[config.mk]
export PLATFORM = sky130hd
export DESIGN_NAME = mep_ctrl
export DESIGN_NICKNAME = d
export VERILOG_FILES = /design/src/mep_pkg.sv /design/src/mep_ctrl.sv
export SDC_FILE = /design/constraint.sdc
export NUM_CORES = 1
export LEC_CHECK = 0
export BUFFER_PORTS_ARGS = -buffer_cell sky130_fd_sc_hd__buf_2
export CORE_AREA = 4 4 51 44
export DETAILED_ROUTE_END_ITERATION = 7
export DIE_AREA = 0 0 55 48
export PLACE_DENSITY_LB_ADDON = 0.25
export REMOVE_ABC_BUFFERS = 1
export SLEW_MARGIN = 20
export SYNTH_ARGS = -nofsm -noshare
export SYNTH_HDL_FRONTEND = slang
export SYNTH_SLANG_ARGS = --single-unit
export TNS_END_PERCENT = 30
[constraint.sdc]
create_clock -name clk -period 1.5 [get_ports clk]
set_clock_uncertainty 0.15 [all_clocks]
set_input_delay 0.225 -clock clk [delete_from_list [all_inputs] [get_ports clk]]
set_output_delay 0.225 -clock clk [all_outputs]
set_load 0.02 [all_outputs]
[src/mep_pkg.sv]
// Package for the escape-time pixel engine: widths, codes, command/status types
// and the saturating fixed-point helpers.
// Depends on nothing; every other file of the block imports it.
package mep_pkg;

	localparam int FRAC_BITS = 28;
	localparam int VAL_W     = FRAC_BITS + 4;
	localparam int MAX_DIM   = 4096;
	localparam int DIM_W     = 13;
	localparam int ITER_W    = 12;
	localparam int PIX_W     = 12;
	localparam int SCALE_W   = 31;
	localparam int CFG_W     = 32;
	localparam int IDX_W     = 3;
	localparam int COLOR_W   = 24;
	localparam int DIV_W     = 45;
	localparam int DCNT_W    = 6;
	localparam int WIDE_W    = 48;

	localparam logic [IDX_W-1:0] REG_SCALE     = 3'd0;
	localparam logic [IDX_W-1:0] REG_CENTER_RE = 3'd1;
	localparam logic [IDX_W-1:0] REG_CENTER_IM = 3'd2;
	localparam logic [IDX_W-1:0] REG_MAX_ITER  = 3'd3;
	localparam logic [IDX_W-1:0] REG_WIDTH     = 3'd4;
	localparam logic [IDX_W-1:0] REG_HEIGHT    = 3'd5;

	localparam logic signed [VAL_W-1:0] VAL_MAX  = {1'b0, {(VAL_W-1){1'b1}}};
	localparam logic signed [VAL_W-1:0] VAL_MIN  = {1'b1, {(VAL_W-1){1'b0}}};
	localparam logic signed [VAL_W-1:0] VAL_FOUR = VAL_W'(4) <<< FRAC_BITS;

	typedef enum logic [3:0] {
		S_IDLE, S_DIV_GO, S_DIV_WAIT, S_CHECK, S_UPDATE,
		S_MUL_XX, S_TAKE_XX, S_TAKE_YY, S_DONE
	} state_t;

	typedef enum logic [2:0] {
		DSEL_RE, DSEL_IM, DSEL_BLUE, DSEL_GREEN, DSEL_RED
	} div_sel_t;

	typedef enum logic [1:0] {
		MSEL_XY, MSEL_XX, MSEL_YY
	} mul_sel_t;

	typedef struct packed {
		logic     load;
		logic     div_start;
		logic     div_take;
		div_sel_t sel;
		logic     mul_en;
		mul_sel_t mul_sel;
		logic     update;
		logic     take_sqx;
		logic     take_sqy;
	} cmd_t;

	typedef struct packed {
		logic div_done;
		logic cont;
		logic below_m;
	} status_t;

	typedef struct packed {
		logic [SCALE_W-1:0]      scale;
		logic signed [CFG_W-1:0] center_re;
		logic signed [CFG_W-1:0] center_im;
		logic [ITER_W-1:0]       max_iter;
		logic [DIM_W-1:0]        width;
		logic [DIM_W-1:0]        height;
	} cfg_t;

	// Clamp a wide signed sum into the value range.
	function automatic logic signed [VAL_W-1:0] sat_wide(input logic signed [WIDE_W-1:0] v);
		logic signed [WIDE_W-1:0] hi;
		logic signed [WIDE_W-1:0] lo;
		hi = WIDE_W'(VAL_MAX);
		lo = WIDE_W'(VAL_MIN);
		if (v > hi) return VAL_MAX;
		if (v < lo) return VAL_MIN;
		return v[VAL_W-1:0];
	endfunction

	// Saturating add of two values.
	function automatic logic signed [VAL_W-1:0] sat_add(input logic signed [VAL_W-1:0] a,
			input logic signed [VAL_W-1:0] b);
		logic signed [VAL_W:0] s;
		s = {a[VAL_W-1], a} + {b[VAL_W-1], b};
		if (s[VAL_W] != s[VAL_W-1]) return s[VAL_W] ? VAL_MIN : VAL_MAX;
		return s[VAL_W-1:0];
	endfunction

	// Clamp an image dimension to [1, MAX_DIM].
	function automatic logic [DIM_W-1:0] clamp_dim(input logic [DIM_W-1:0] d);
		if (d == '0) return DIM_W'(1);
		if (d > DIM_W'(MAX_DIM)) return DIM_W'(MAX_DIM);
		return d;
	endfunction

endpackage

[src/mep_ctrl.sv]
// Controller: sequences divisions, orbit steps and the palette for one item.
// Depends on mep_pkg.
module mep_ctrl
	import mep_pkg::*;
(
	input  logic    clk,
	input  logic    arst_n,
	input  logic    start,
	input  status_t stat,
	output cmd_t    cmd,
	output logic    busy,
	output logic    done
);

	state_t   state_q, state_d;
	div_sel_t sel_q, sel_d;

	always_ff @(posedge clk or negedge arst_n) begin
		if (!arst_n) begin
			state_q <= S_IDLE;
			sel_q   <= DSEL_RE;
		end else begin
			state_q <= state_d;
			sel_q   <= sel_d;
		end
	end

	// Next state.
	always_comb begin
		state_d = state_q;
		sel_d   = sel_q;
		unique case (state_q)
			S_IDLE: begin
				if (start) begin
					state_d = S_DIV_GO;
					sel_d   = DSEL_RE;
				end
			end
			S_DIV_GO: state_d = S_DIV_WAIT;
			S_DIV_WAIT: begin
				if (stat.div_done) begin
					unique case (sel_q)
						DSEL_RE: begin
							sel_d   = DSEL_IM;
							state_d = S_DIV_GO;
						end
						DSEL_IM: state_d = S_CHECK;
						DSEL_BLUE: begin
							sel_d   = DSEL_GREEN;
							state_d = S_DIV_GO;
						end
						DSEL_GREEN: begin
							sel_d   = DSEL_RED;
							state_d = S_DIV_GO;
						end
						default: state_d = S_DONE;
					endcase
				end
			end
			S_CHECK: begin
				if (stat.cont) begin
					state_d = S_UPDATE;
				end else if (stat.below_m) begin
					sel_d   = DSEL_BLUE;
					state_d = S_DIV_GO;
				end else begin
					state_d = S_DONE;
				end
			end
			S_UPDATE:  state_d = S_MUL_XX;
			S_MUL_XX:  state_d = S_TAKE_XX;
			S_TAKE_XX: state_d = S_TAKE_YY;
			S_TAKE_YY: state_d = S_CHECK;
			S_DONE:    state_d = S_IDLE;
			default:   state_d = S_IDLE;
		endcase
	end

	// Commands to the datapath.
	always_comb begin
		cmd           = '0;
		cmd.sel       = sel_q;
		cmd.mul_sel   = MSEL_XY;
		unique case (state_q)
			S_IDLE:     cmd.load = start;
			S_DIV_GO:   cmd.div_start = 1'b1;
			S_DIV_WAIT: cmd.div_take = stat.div_done;
			S_CHECK:    cmd.mul_en = 1'b1;
			S_UPDATE:   cmd.update = 1'b1;
			S_MUL_XX: begin
				cmd.mul_en  = 1'b1;
				cmd.mul_sel = MSEL_XX;
			end
			S_TAKE_XX: begin
				cmd.take_sqx = 1'b1;
				cmd.mul_en   = 1'b1;
				cmd.mul_sel  = MSEL_YY;
			end
			S_TAKE_YY:  cmd.take_sqy = 1'b1;
			default:    cmd.load = 1'b0;
		endcase
	end

	assign busy = (state_q != S_IDLE);
	assign done = (state_q == S_DONE);

`ifndef NO_ASSERTIONS
	a_accept_busy: assert property (@(posedge clk) disable iff (!arst_n)
		start && !busy |=> busy)
		else $error("accepted item did not make the block busy");
	a_done_idle: assert property (@(posedge clk) disable iff (!arst_n)
		done |=> !busy)
		else $error("block stayed busy after delivering an item");
	a_take_done: assert property (@(posedge clk) disable iff (!arst_n)
		cmd.div_take |-> stat.div_done && !cmd.div_start)
		else $error("division result taken before the divider finished");
	a_step_order: assert property (@(posedge clk) disable iff (!arst_n)
		cmd.update |=> cmd.mul_en ##1 cmd.take_sqx ##1 cmd.take_sqy)
		else $error("orbit step sequence broken");
`endif

endmodule
==> metrics.txt, run 1 <==
# TYPE chip_impl_metric gauge
chip_impl_metric{name="synth-seq-cells",unit=""} 7
chip_impl_info{name="layout_commonest_cell",value="sky130_fd_sc_hd__buf_4"} 1
chip_impl_metric{name="dr.first_iter.drc_count",unit=""} 10
chip_impl_metric{name="timing.final.crit_period",unit="ns"} 1.72
chip_impl_info{name="cell_type_with_the_largest_total_area_after_synthesis",value="sky130_fd_sc_hd__dfrtp_1"} 1
chip_impl_metric{name="netlist.area_leader.share",unit="%"} 30.3
chip_impl_metric{name="maxCapViolations",unit=""} 0
chip_impl_metric{name="pwr_density_cell",unit="nW/um^2"} 2200
chip_impl_metric{name="num_vias",unit=""} 656
chip_impl_metric{name="highest_attainable_clock_frequency",unit="MHz"} 583
chip_impl_metric{name="synthesis.area",unit="um^2"} 578
chip_impl_info{name="rsz0062_at_grt",value="true"} 1
chip_impl_metric{name="core-area",unit="um^2"} 1770
chip_impl_metric{name="io_pins",unit=""} 20
chip_impl_metric{name="synth.yosys.seq_area_share",unit="%"} 30.3
chip_impl_metric{name="gpl.final_weighted_congestion",unit=""} 0.821
chip_impl_metric{name="grt_antenna_before_repair",unit=""} 0
chip_impl_info{name="commonest_cells_after_routing_fill_and_taps_aside",value="sky130_fd_sc_hd__buf_4 (17), sky130_fd_sc_hd__buf_6 (10), sky130_fd_sc_hd__buf_2 (9)"} 1
chip_impl_metric{name="critical_path_required",unit="ns"} 1.12
chip_impl_metric{name="effective_utilization_at_floorplan",unit="%"} 32.7
chip_impl_metric{name="critical_path_arrival",unit="ns"} 1.34
chip_impl_metric{name="number_of_nets_in_the_finished_design",unit=""} 113
chip_impl_metric{name="areaGrowthSynthToFinish",unit="%"} 67.5
chip_impl_metric{name="dp_hpwl",unit="um"} 1290
chip_impl_info{name="ys_flop_type",value="sky130_fd_sc_hd__dfrtp_1"} 1
chip_impl_metric{name="multi_input_comb_area",unit="um^2"} 429
chip_impl_metric{name="synth_async_reset_ratio",unit="%"} 100
chip_impl_metric{name="max-vdd-ir-drop",unit="V"} 0.00122
chip_impl_metric{name="largest_stage_delay_on_the_critical_path",unit="ns"} 0.42
chip_impl_metric{name="fillers",unit=""} 165
chip_impl_info{name="crit_chain",value="buf_6 -> xor2_1 -> nand2_1 -> a21oi_1 -> buf_4"} 1
chip_impl_info{name="worstSetupStartpointType",value="flip-flop"} 1
chip_impl_metric{name="final_layout_size_suffix_gt1_share",unit="%"} 57.5
chip_impl_metric{name="detailedPlace.worstSlack",unit="ns"} -0.00692
chip_impl_metric{name="chip_width",unit="um"} 55
chip_impl_metric{name="number_of_search_and_repair_iterations_in_the_first_detailed_routing_pass",unit=""} 4
chip_impl_metric{name="final_hold_violation_count",unit=""} 0
chip_impl_metric{name="layout.core_utilization",unit="%"} 54.7
chip_impl_info{name="ctsRootBufferMaster",value="sky130_fd_sc_hd__clkbuf_4"} 1
chip_impl_metric{name="global_route_wire_length_before_repair",unit="um"} 2860
chip_impl_info{name="timing.critical_path.to_type",value="primary output"} 1
chip_impl_info{name="failed_checks",value="negative setup slack"} 1
chip_impl_metric{name="final-seq-area",unit="um^2"} 176
chip_impl_metric{name="clkSinkCount",unit=""} 7
chip_impl_info{name="cts_tree",value="done"} 1
chip_impl_info{name="status",value="finished, violations left"} 1
chip_impl_metric{name="critical_path_peak_fanout",unit=""} 5
chip_impl_metric{name="power.leakage",unit="nW"} 0.458
chip_impl_info{name="synth.top_cells.by_area",value="sky130_fd_sc_hd__dfrtp_1 (30%), sky130_fd_sc_hd__nor2_1 (6.5%), sky130_fd_sc_hd__buf_4 (3.9%), sky130_fd_sc_hd__a21oi_1 (3.5%), sky130_fd_sc_hd__mux2i_1 (3.5%)"} 1
chip_impl_metric{name="yosys_warnings",unit=""} 0
chip_impl_metric{name="grt_pass1_vias",unit=""} 636
chip_impl_metric{name="largest_net_degree_at_the_start_of_global_routing",unit=""} 9
chip_impl_metric{name="clk-insertion-delay-late",unit="ns"} 0.26
chip_impl_info{name="timing.hold.worst.class",value="primary input to async pin"} 1
chip_impl_metric{name="die_height",unit="um"} 48
chip_impl_metric{name="drt_wl_total",unit="um"} 1800
chip_impl_metric{name="synth_instances",unit=""} 70
chip_impl_metric{name="synth_edf_count",unit=""} 0
chip_impl_metric{name="row_count",unit=""} 14
chip_impl_metric{name="post_drt_wl_per_cell",unit="um"} 13.8
chip_impl_metric{name="viasPerCell",unit=""} 5.05
chip_impl_metric{name="drv_slew",unit=""} 0
chip_impl_metric{name="grtUsageTotal",unit="%"} 15.4
chip_impl_info{name="worstSetupPathType",value="flip-flop to primary output"} 1
chip_impl_metric{name="setup-violations-final",unit=""} 14
chip_impl_metric{name="synth_area_per_cell",unit="um^2"} 8.26
chip_impl_metric{name="n_antenna_cell",unit=""} 0
chip_impl_metric{name="cts.path.max_buffers",unit=""} 2
chip_impl_metric{name="drt.antenna.violating_nets",unit=""} 0
chip_impl_metric{name="tightest_slew",unit="ns"} 0.275
chip_impl_metric{name="synth_cell_types",unit=""} 34
chip_impl_metric{name="grt_overflow_total",unit=""} 0
chip_impl_metric{name="tritoncts.num_buffers",unit=""} 3
chip_impl_metric{name="drc_errors",unit=""} 0
chip_impl_metric{name="path_clk_slew",unit="ns"} 0.06
chip_impl_metric{name="deepest_level_of_the_cts_h_tree",unit=""} 1
chip_impl_metric{name="worst_slew_margin_rel",unit="%"} 81.6
chip_impl_metric{name="final_min_period_over_clock_period",unit="%"} 114
chip_impl_info{name="crit_slowest_cell",value="sky130_fd_sc_hd__dfrtp_1"} 1
chip_impl_metric{name="die-area",unit="um^2"} 2640
chip_impl_metric{name="worst_slack",unit="ns"} -0.216
chip_impl_metric{name="placement.io_buffers",unit=""} 19
per-stage QoR:
step / hold slack [ns] / power [mW] / instances / instance area [um^2] / TNS, ns
floorplan: -0.221 / 1.06 / 65 / 539 / -0.808
global placement: -0.0774 / 1.61 / 124 / 785 / 0
detailed placement: -0.0703 / 1.61 / 124 / 785 / -0.00762
CTS: 0.188 / 1.98 / 130 / 906 / -1.64
global route: 0.230 / 2.27 / 130 / 968 / -2.49
finish: 0.189 / 2.13 / 130 / 968 / -1.75
repair_timing:
| action | CTS | global route |
|---|---|---|
| hold endpoints to repair | 7 | 0 |
| setup endpoints to repair | 13 | 16 |
| pin swaps | 3 | 3 |
| hold buffers | 1 | 0 |
| buffers inserted | 1 | 0 |
| gates resized for setup | 22 | 17 |
area by class of cell:
type                       count  area share, %
timing repair buffer          37           30.5
tap                           24           3.10
multi-input combinational     55           44.3
inverter                       3           1.16
sequential                     7           18.2
clock buffer                   4           2.71
critical path, delay by kind of cell, from the launching register on:
family / cells / cell delay, ns
compound gates: 1 / 0.12
flops: 1 / 0.42
xor+xnor: 1 / 0.17
buf+inv: 2 / 0.30
simple gates: 1 / 0.07
synthesized netlist by cell type, types with 2 or more instances:
cell type and count:
sky130_fd_sc_hd__nor2_1 10, sky130_fd_sc_hd__inv_1 3, sky130_fd_sc_hd__nand2b_1 3, sky130_fd_sc_hd__nor3_1 2, sky130_fd_sc_hd__nor4b_1 2, sky130_fd_sc_hd__mux2i_1 2
sky130_fd_sc_hd__nor2b_1 2, sky130_fd_sc_hd__buf_4 3, sky130_fd_sc_hd__nand2_1 5, sky130_fd_sc_hd__nand3_1 2, sky130_fd_sc_hd__and3_1 2, sky130_fd_sc_hd__a21oi_1 4
sky130_fd_sc_hd__a21o_1 2, sky130_fd_sc_hd__o21ai_0 2, sky130_fd_sc_hd__dfrtp_1 7
power breakdown:
| part | switching, mW | total, mW | internal (mW) |
|---|---|---|---|
| Clock | 0.0771 | 0.179 | 0.102 |
| Sequential | 0.0845 | 0.347 | 0.263 |
| Combinational | 0.829 | 1.60 | 0.775 |
| Total | 0.990 | 2.13 | 1.14 |
state kept, by name, summed over array words and instances (netlist names):
signal	count
sel_q	3
state_q	4
cells by family (layout without fill, tap and decap cells):
| logic type | Yosys count | in the layout | synth area share, % |
|---|---|---|---|
| flops | 7 | 7 | 30.3 |
| xor+xnor | 1 | 1 | 1.52 |
| mux | 3 | 3 | 6.06 |
| compound gates | 14 | 14 | 18.0 |
| buf+inv | 8 | 44 | 8.66 |
| simple gates | 37 | 37 | 35.5 |
per-layer routing:
layer | part of all wire [%] | track usage (%)
met1 | 48 | 19.8
met2 | 48 | 26.2
met3 | 2.9 | 1.25
met4 | 1.1 | 7.28
met5 | 0 | 0
path summary, 6_finish.rpt:
path / slack (ns) / to / cells past startpoint / from
setup / recovery: -0.22 / cmd[5] / 5 / state_q[2]$_DFFE_PN0P_
hold / removal: 0.19 / state_q[3]$_DFFE_PN0P_ / 2 / arst_n
setup reg to reg: -0.10 / sel_q[2]$_DFFE_PN0P_ / 5 / state_q[2]$_DFFE_PN0P_
hold reg to reg: 0.46 / sel_q[0]$_DFFE_PN0P_ / 2 / sel_q[0]$_DFFE_PN0P_
max in group asynchronous: 0.82 / state_q[1]$_DFFE_PN0P_ / 2 / arst_n
min in group clk: 0.21 / state_q[3]$_DFFE_PN0P_ / 4 / stat[1]
No activity file was read; power rests on OpenSTA's default activity.
==> inputs of run 2 (changes only) <==
ABC_AREA = 1   (was default)
CORE_AREA = 4 4 44 46   (was 4 4 51 44)
DIE_AREA = 0 0 48 50   (was 0 0 55 48)
==> run 2 against run 1 <==
  * The flow still finishes with violations (negative setup slack)
  * Routed wire length shrank 12%
  * Flip-flop and latch count is the same
  * Worst setup slack gained 0.056 ns
  * Critical endpoint unchanged
  * Highest routed layer unchanged
  * Maximum frequency grew 3.4%
  * Largest power group unchanged
  * Global-route usage shrank 1.1 points
  * Cell count grew 1.5%
==> metrics.txt, run 2 <==
# TYPE chip_impl_metric gauge
chip_impl_info{name="timing.critical_path.to_type",value="primary output"} 1
chip_impl_metric{name="chip_width",unit="um"} 48
chip_impl_metric{name="row_count",unit=""} 14
chip_impl_metric{name="synth.yosys.seq_area_share",unit="%"} 33.3
chip_impl_metric{name="setup_tns",unit="ns"} -0.650
chip_impl_metric{name="routed-wl-met3",unit="um"} 68
chip_impl_metric{name="worst_slack",unit="ns"} -0.160
chip_impl_metric{name="largest_net_degree_at_the_start_of_global_routing",unit=""} 8
chip_impl_metric{name="yosys_warnings",unit=""} 0
chip_impl_metric{name="dr.first_iter.drc_count",unit=""} 6
chip_impl_metric{name="critical_path_peak_fanout",unit=""} 6
chip_impl_metric{name="worst_hold_path_stage_count",unit=""} 4
chip_impl_metric{name="io_pins",unit=""} 20
chip_impl_info{name="timing.rr.start",value="state_q[2]$_DFFE_PN0P_"} 1
chip_impl_metric{name="synthesis.area",unit="um^2"} 527
chip_impl_metric{name="synth_async_reset_ratio",unit="%"} 100
chip_impl_metric{name="synth_cell_types",unit=""} 18
chip_impl_metric{name="post_drt_wl_per_cell",unit="um"} 12.1
chip_impl_metric{name="core-area",unit="um^2"} 1510
chip_impl_metric{name="grt_antenna_before_repair",unit=""} 0
chip_impl_metric{name="worst_slew_margin_rel",unit="%"} 84.3
chip_impl_metric{name="met1Wirelength",unit="um"} 682
chip_impl_metric{name="grtUsageTotal",unit="%"} 14.3
chip_impl_metric{name="power.leakage",unit="nW"} 0.451
chip_impl_metric{name="clkSinkCount",unit=""} 7
chip_impl_metric{name="netlist.area_leader.share",unit="%"} 33.3
chip_impl_metric{name="path_clk_slew",unit="ns"} 0.05
chip_impl_metric{name="drt_wl_total",unit="um"} 1590
chip_impl_info{name="worstSetupPathType",value="flip-flop to primary output"} 1
chip_impl_info{name="holdPathEnd",value="state_q[1]$_DFFE_PN0P_"} 1
chip_impl_metric{name="grt_pass1_vias",unit=""} 576
chip_impl_info{name="ctsRootBufferMaster",value="sky130_fd_sc_hd__clkbuf_4"} 1
chip_impl_metric{name="max-vdd-ir-drop",unit="V"} 0.000988
chip_impl_metric{name="placement.io_buffers",unit=""} 19
chip_impl_metric{name="final_hold_violation_count",unit=""} 0
chip_impl_metric{name="final_min_period_over_clock_period",unit="%"} 111
chip_impl_metric{name="critical_path_arrival",unit="ns"} 1.28
chip_impl_info{name="status",value="finished, violations left"} 1
chip_impl_metric{name="num_vias",unit=""} 633
chip_impl_info{name="reg_top3",value="state_q x4, sel_q x3"} 1
chip_impl_info{name="post-synth-top-count-cell",value="sky130_fd_sc_hd__nand2_1"} 1
chip_impl_metric{name="met2WireLength",unit="um"} 825
chip_impl_metric{name="r2r_slack",unit="ns"} 0
chip_impl_metric{name="largest_register_ff_count",unit=""} 4
chip_impl_metric{name="r2r_depth",unit=""} 8
chip_impl_info{name="synth.top_cells.by_area",value="sky130_fd_sc_hd__dfrtp_1 (33%), sky130_fd_sc_hd__nand2_1 (16%), sky130_fd_sc_hd__nor2_1 (9.3%), sky130_fd_sc_hd__inv_1 (8.6%), sky130_fd_sc_hd__nand3_1 (7.6%)"} 1
chip_impl_metric{name="tightest_slew",unit="ns"} 0.236
chip_impl_metric{name="number_of_nets_in_the_finished_design",unit=""} 123
chip_impl_metric{name="gpl.final_weighted_congestion",unit=""} 0.810
chip_impl_info{name="rsz0062_at_grt",value="true"} 1
chip_impl_info{name="synthTopCellsByCount",value="sky130_fd_sc_hd__nand2_1 (22), sky130_fd_sc_hd__nor2_1 (13), sky130_fd_sc_hd__inv_1 (12)"} 1
chip_impl_metric{name="number_of_search_and_repair_iterations_in_the_first_detailed_routing_pass",unit=""} 4
chip_impl_info{name="layout_commonest_cell",value="sky130_fd_sc_hd__buf_4"} 1
chip_impl_metric{name="areaGrowthSynthToFinish",unit="%"} 60.8
chip_impl_info{name="cts_tree",value="done"} 1
chip_impl_metric{name="final_layout_size_suffix_gt1_share",unit="%"} 49.1
chip_impl_metric{name="dp_hpwl",unit="um"} 1060
chip_impl_info{name="timing.hold.worst.class",value="primary input to flip-flop"} 1
chip_impl_info{name="max_flop_register",value="state_q"} 1
chip_impl_info{name="worstHoldStart",value="stat[2]"} 1
chip_impl_metric{name="synth_instances",unit=""} 81
chip_impl_metric{name="clk-insertion-delay-late",unit="ns"} 0.24
chip_impl_metric{name="n_antenna_cell",unit=""} 0
chip_impl_metric{name="deepest_level_of_the_cts_h_tree",unit=""} 1
chip_impl_info{name="worst_r2r_endpoint",value="state_q[1]$_DFFE_PN0P_"} 1
chip_impl_metric{name="die-area",unit="um^2"} 2400
chip_impl_metric{name="highest_attainable_clock_frequency",unit="MHz"} 602
chip_impl_metric{name="tritoncts.num_buffers",unit=""} 3
chip_impl_metric{name="drc_errors",unit=""} 0
chip_impl_metric{name="global_route_wire_length_before_repair",unit="um"} 2470
chip_impl_metric{name="synth_area_per_cell",unit="um^2"} 6.50
chip_impl_metric{name="grt_overflow_total",unit=""} 0
chip_impl_info{name="commonest_cells_after_routing_fill_and_taps_aside",value="sky130_fd_sc_hd__buf_4 (20), sky130_fd_sc_hd__nand2_1 (18), sky130_fd_sc_hd__inv_1 (11)"} 1
chip_impl_metric{name="drt.antenna.violating_nets",unit=""} 0
chip_impl_metric{name="synth_edf_count",unit=""} 0
chip_impl_metric{name="die_height",unit="um"} 50
chip_impl_info{name="top_layer_used",value="met4"} 1
chip_impl_metric{name="p_total",unit="mW"} 1.75
chip_impl_metric{name="maxCapViolations",unit=""} 0
chip_impl_metric{name="drv_slew",unit=""} 0
chip_impl_metric{name="pwr_density_cell",unit="nW/um^2"} 2060
chip_impl_metric{name="effective_utilization_at_floorplan",unit="%"} 35.0
chip_impl_info{name="ys_flop_type",value="sky130_fd_sc_hd__dfrtp_1"} 1
chip_impl_info{name="worstSetupStartpointType",value="flip-flop"} 1
chip_impl_metric{name="viasPerCell",unit=""} 4.80
chip_impl_info{name="failed_checks",value="negative setup slack"} 1
chip_impl_metric{name="synth-seq-cells",unit=""} 7
chip_impl_info{name="cell_type_with_the_largest_total_area_after_synthesis",value="sky130_fd_sc_hd__dfrtp_1"} 1
chip_impl_metric{name="timing.final.crit_period",unit="ns"} 1.66
chip_impl_metric{name="setup-violations-final",unit=""} 12
chip_impl_metric{name="critical_path_required",unit="ns"} 1.12
chip_impl_metric{name="cts.path.max_buffers",unit=""} 2
[run 2: cell types whose count changed after synthesis, sizes merged, moves of 3 or more]
cell | before | now
a21oi | 5 | 1
buf | 5 | 1
inv | 3 | 14
nand2 | 6 | 23
nand2b | 3 | 0
nand3 | 2 | 8
nor2 | 11 | 16
[run 2: area by class of cell]
class,count,area [um^2]
well taps,16,20.0
fillers,153,659
clock buffers,4,26.3
repair buffers,32,221
flip-flops and latches,7,179
inverters,14,57.6
multi-input cells,59,343
[run 2: critical path: stages, from the launching register on]
cell                      delay, ns
sky130_fd_sc_hd__dfrtp_2       0.45
sky130_fd_sc_hd__inv_1         0.07
sky130_fd_sc_hd__nand2_1       0.11
sky130_fd_sc_hd__nor2_4        0.14
sky130_fd_sc_hd__nor2_1        0.05
sky130_fd_sc_hd__nand2_1       0.08
sky130_fd_sc_hd__buf_4         0.15
[run 2: per-layer routing]
metal / global-route usage (%) / up-vias
met5: 0 / -
met3: 2.55 / 2
met1: 18.5 / 293
met2: 21.6 / 17
met4: 7.62 / 0
li1: - / 321
[run 2: through the flow]
stage	utilization, %	hold WS [ns]	area (um^2)	setup WS (ns)	std cells
floorplan	-	-0.221	519	-0.373	80
global placement	43.6	-0.0888	657	0.0456	118
detailed placement	43.6	-0.0884	657	0.0234	118
CTS	53.7	0.158	810	-0.117	132
global route	56.2	0.158	847	-0.245	132
finish	56.2	0.147	847	-0.160	132
[run 2: worst max path at each step]
stage,start,slack (ns),to,depth (start not counted)
6_report,state_q[0]$_DFFE_PN0P_,-0.16,cmd[5],6
2_1_floorplan,state_q[2]$_DFFE_PN0P_,-0.37,cmd[5],6
4_1_cts,state_q[0]$_DFFE_PN0P_,-0.12,cmd[9],5
3_3_place_gp,state_q[0]$_DFFE_PN0P_,0.05,cmd[9],5
5_1_grt,state_q[0]$_DFFE_PN0P_,-0.25,cmd[5],6
3_5_place_dp,state_q[2]$_DFFE_PN0P_,0.02,cmd[5],7
[run 2: repair_timing]
action / CTS / global route
endpoints found under the setup margin: 11 / 17
resized for setup: 21 / 11
gates cloned: 0 / 0
hold endpoints to repair: 7 / 0
buffers inserted: 9 / 0
pin swaps: 7 / 4
hold buffers: 1 / 0
[run 2: cell families after synthesis]
logic type / count (synthesis) / share of synthesized area (%)
DFF: 7 / 33.3
AOI/OAI and AO/OA: 6 / 6.41
buffers and inverters: 15 / 11.4
and+or+nand+nor: 53 / 48.9
[run 2: power by group]
group          switching (mW)  internal (mW)  total, mW  leakage [nW]
Combinational           0.741          0.520       1.26         0.348
Sequential             0.0767          0.251      0.328        0.0882
Clock                  0.0580          0.101      0.159        0.0150
Total                   0.876          0.872       1.75         0.451
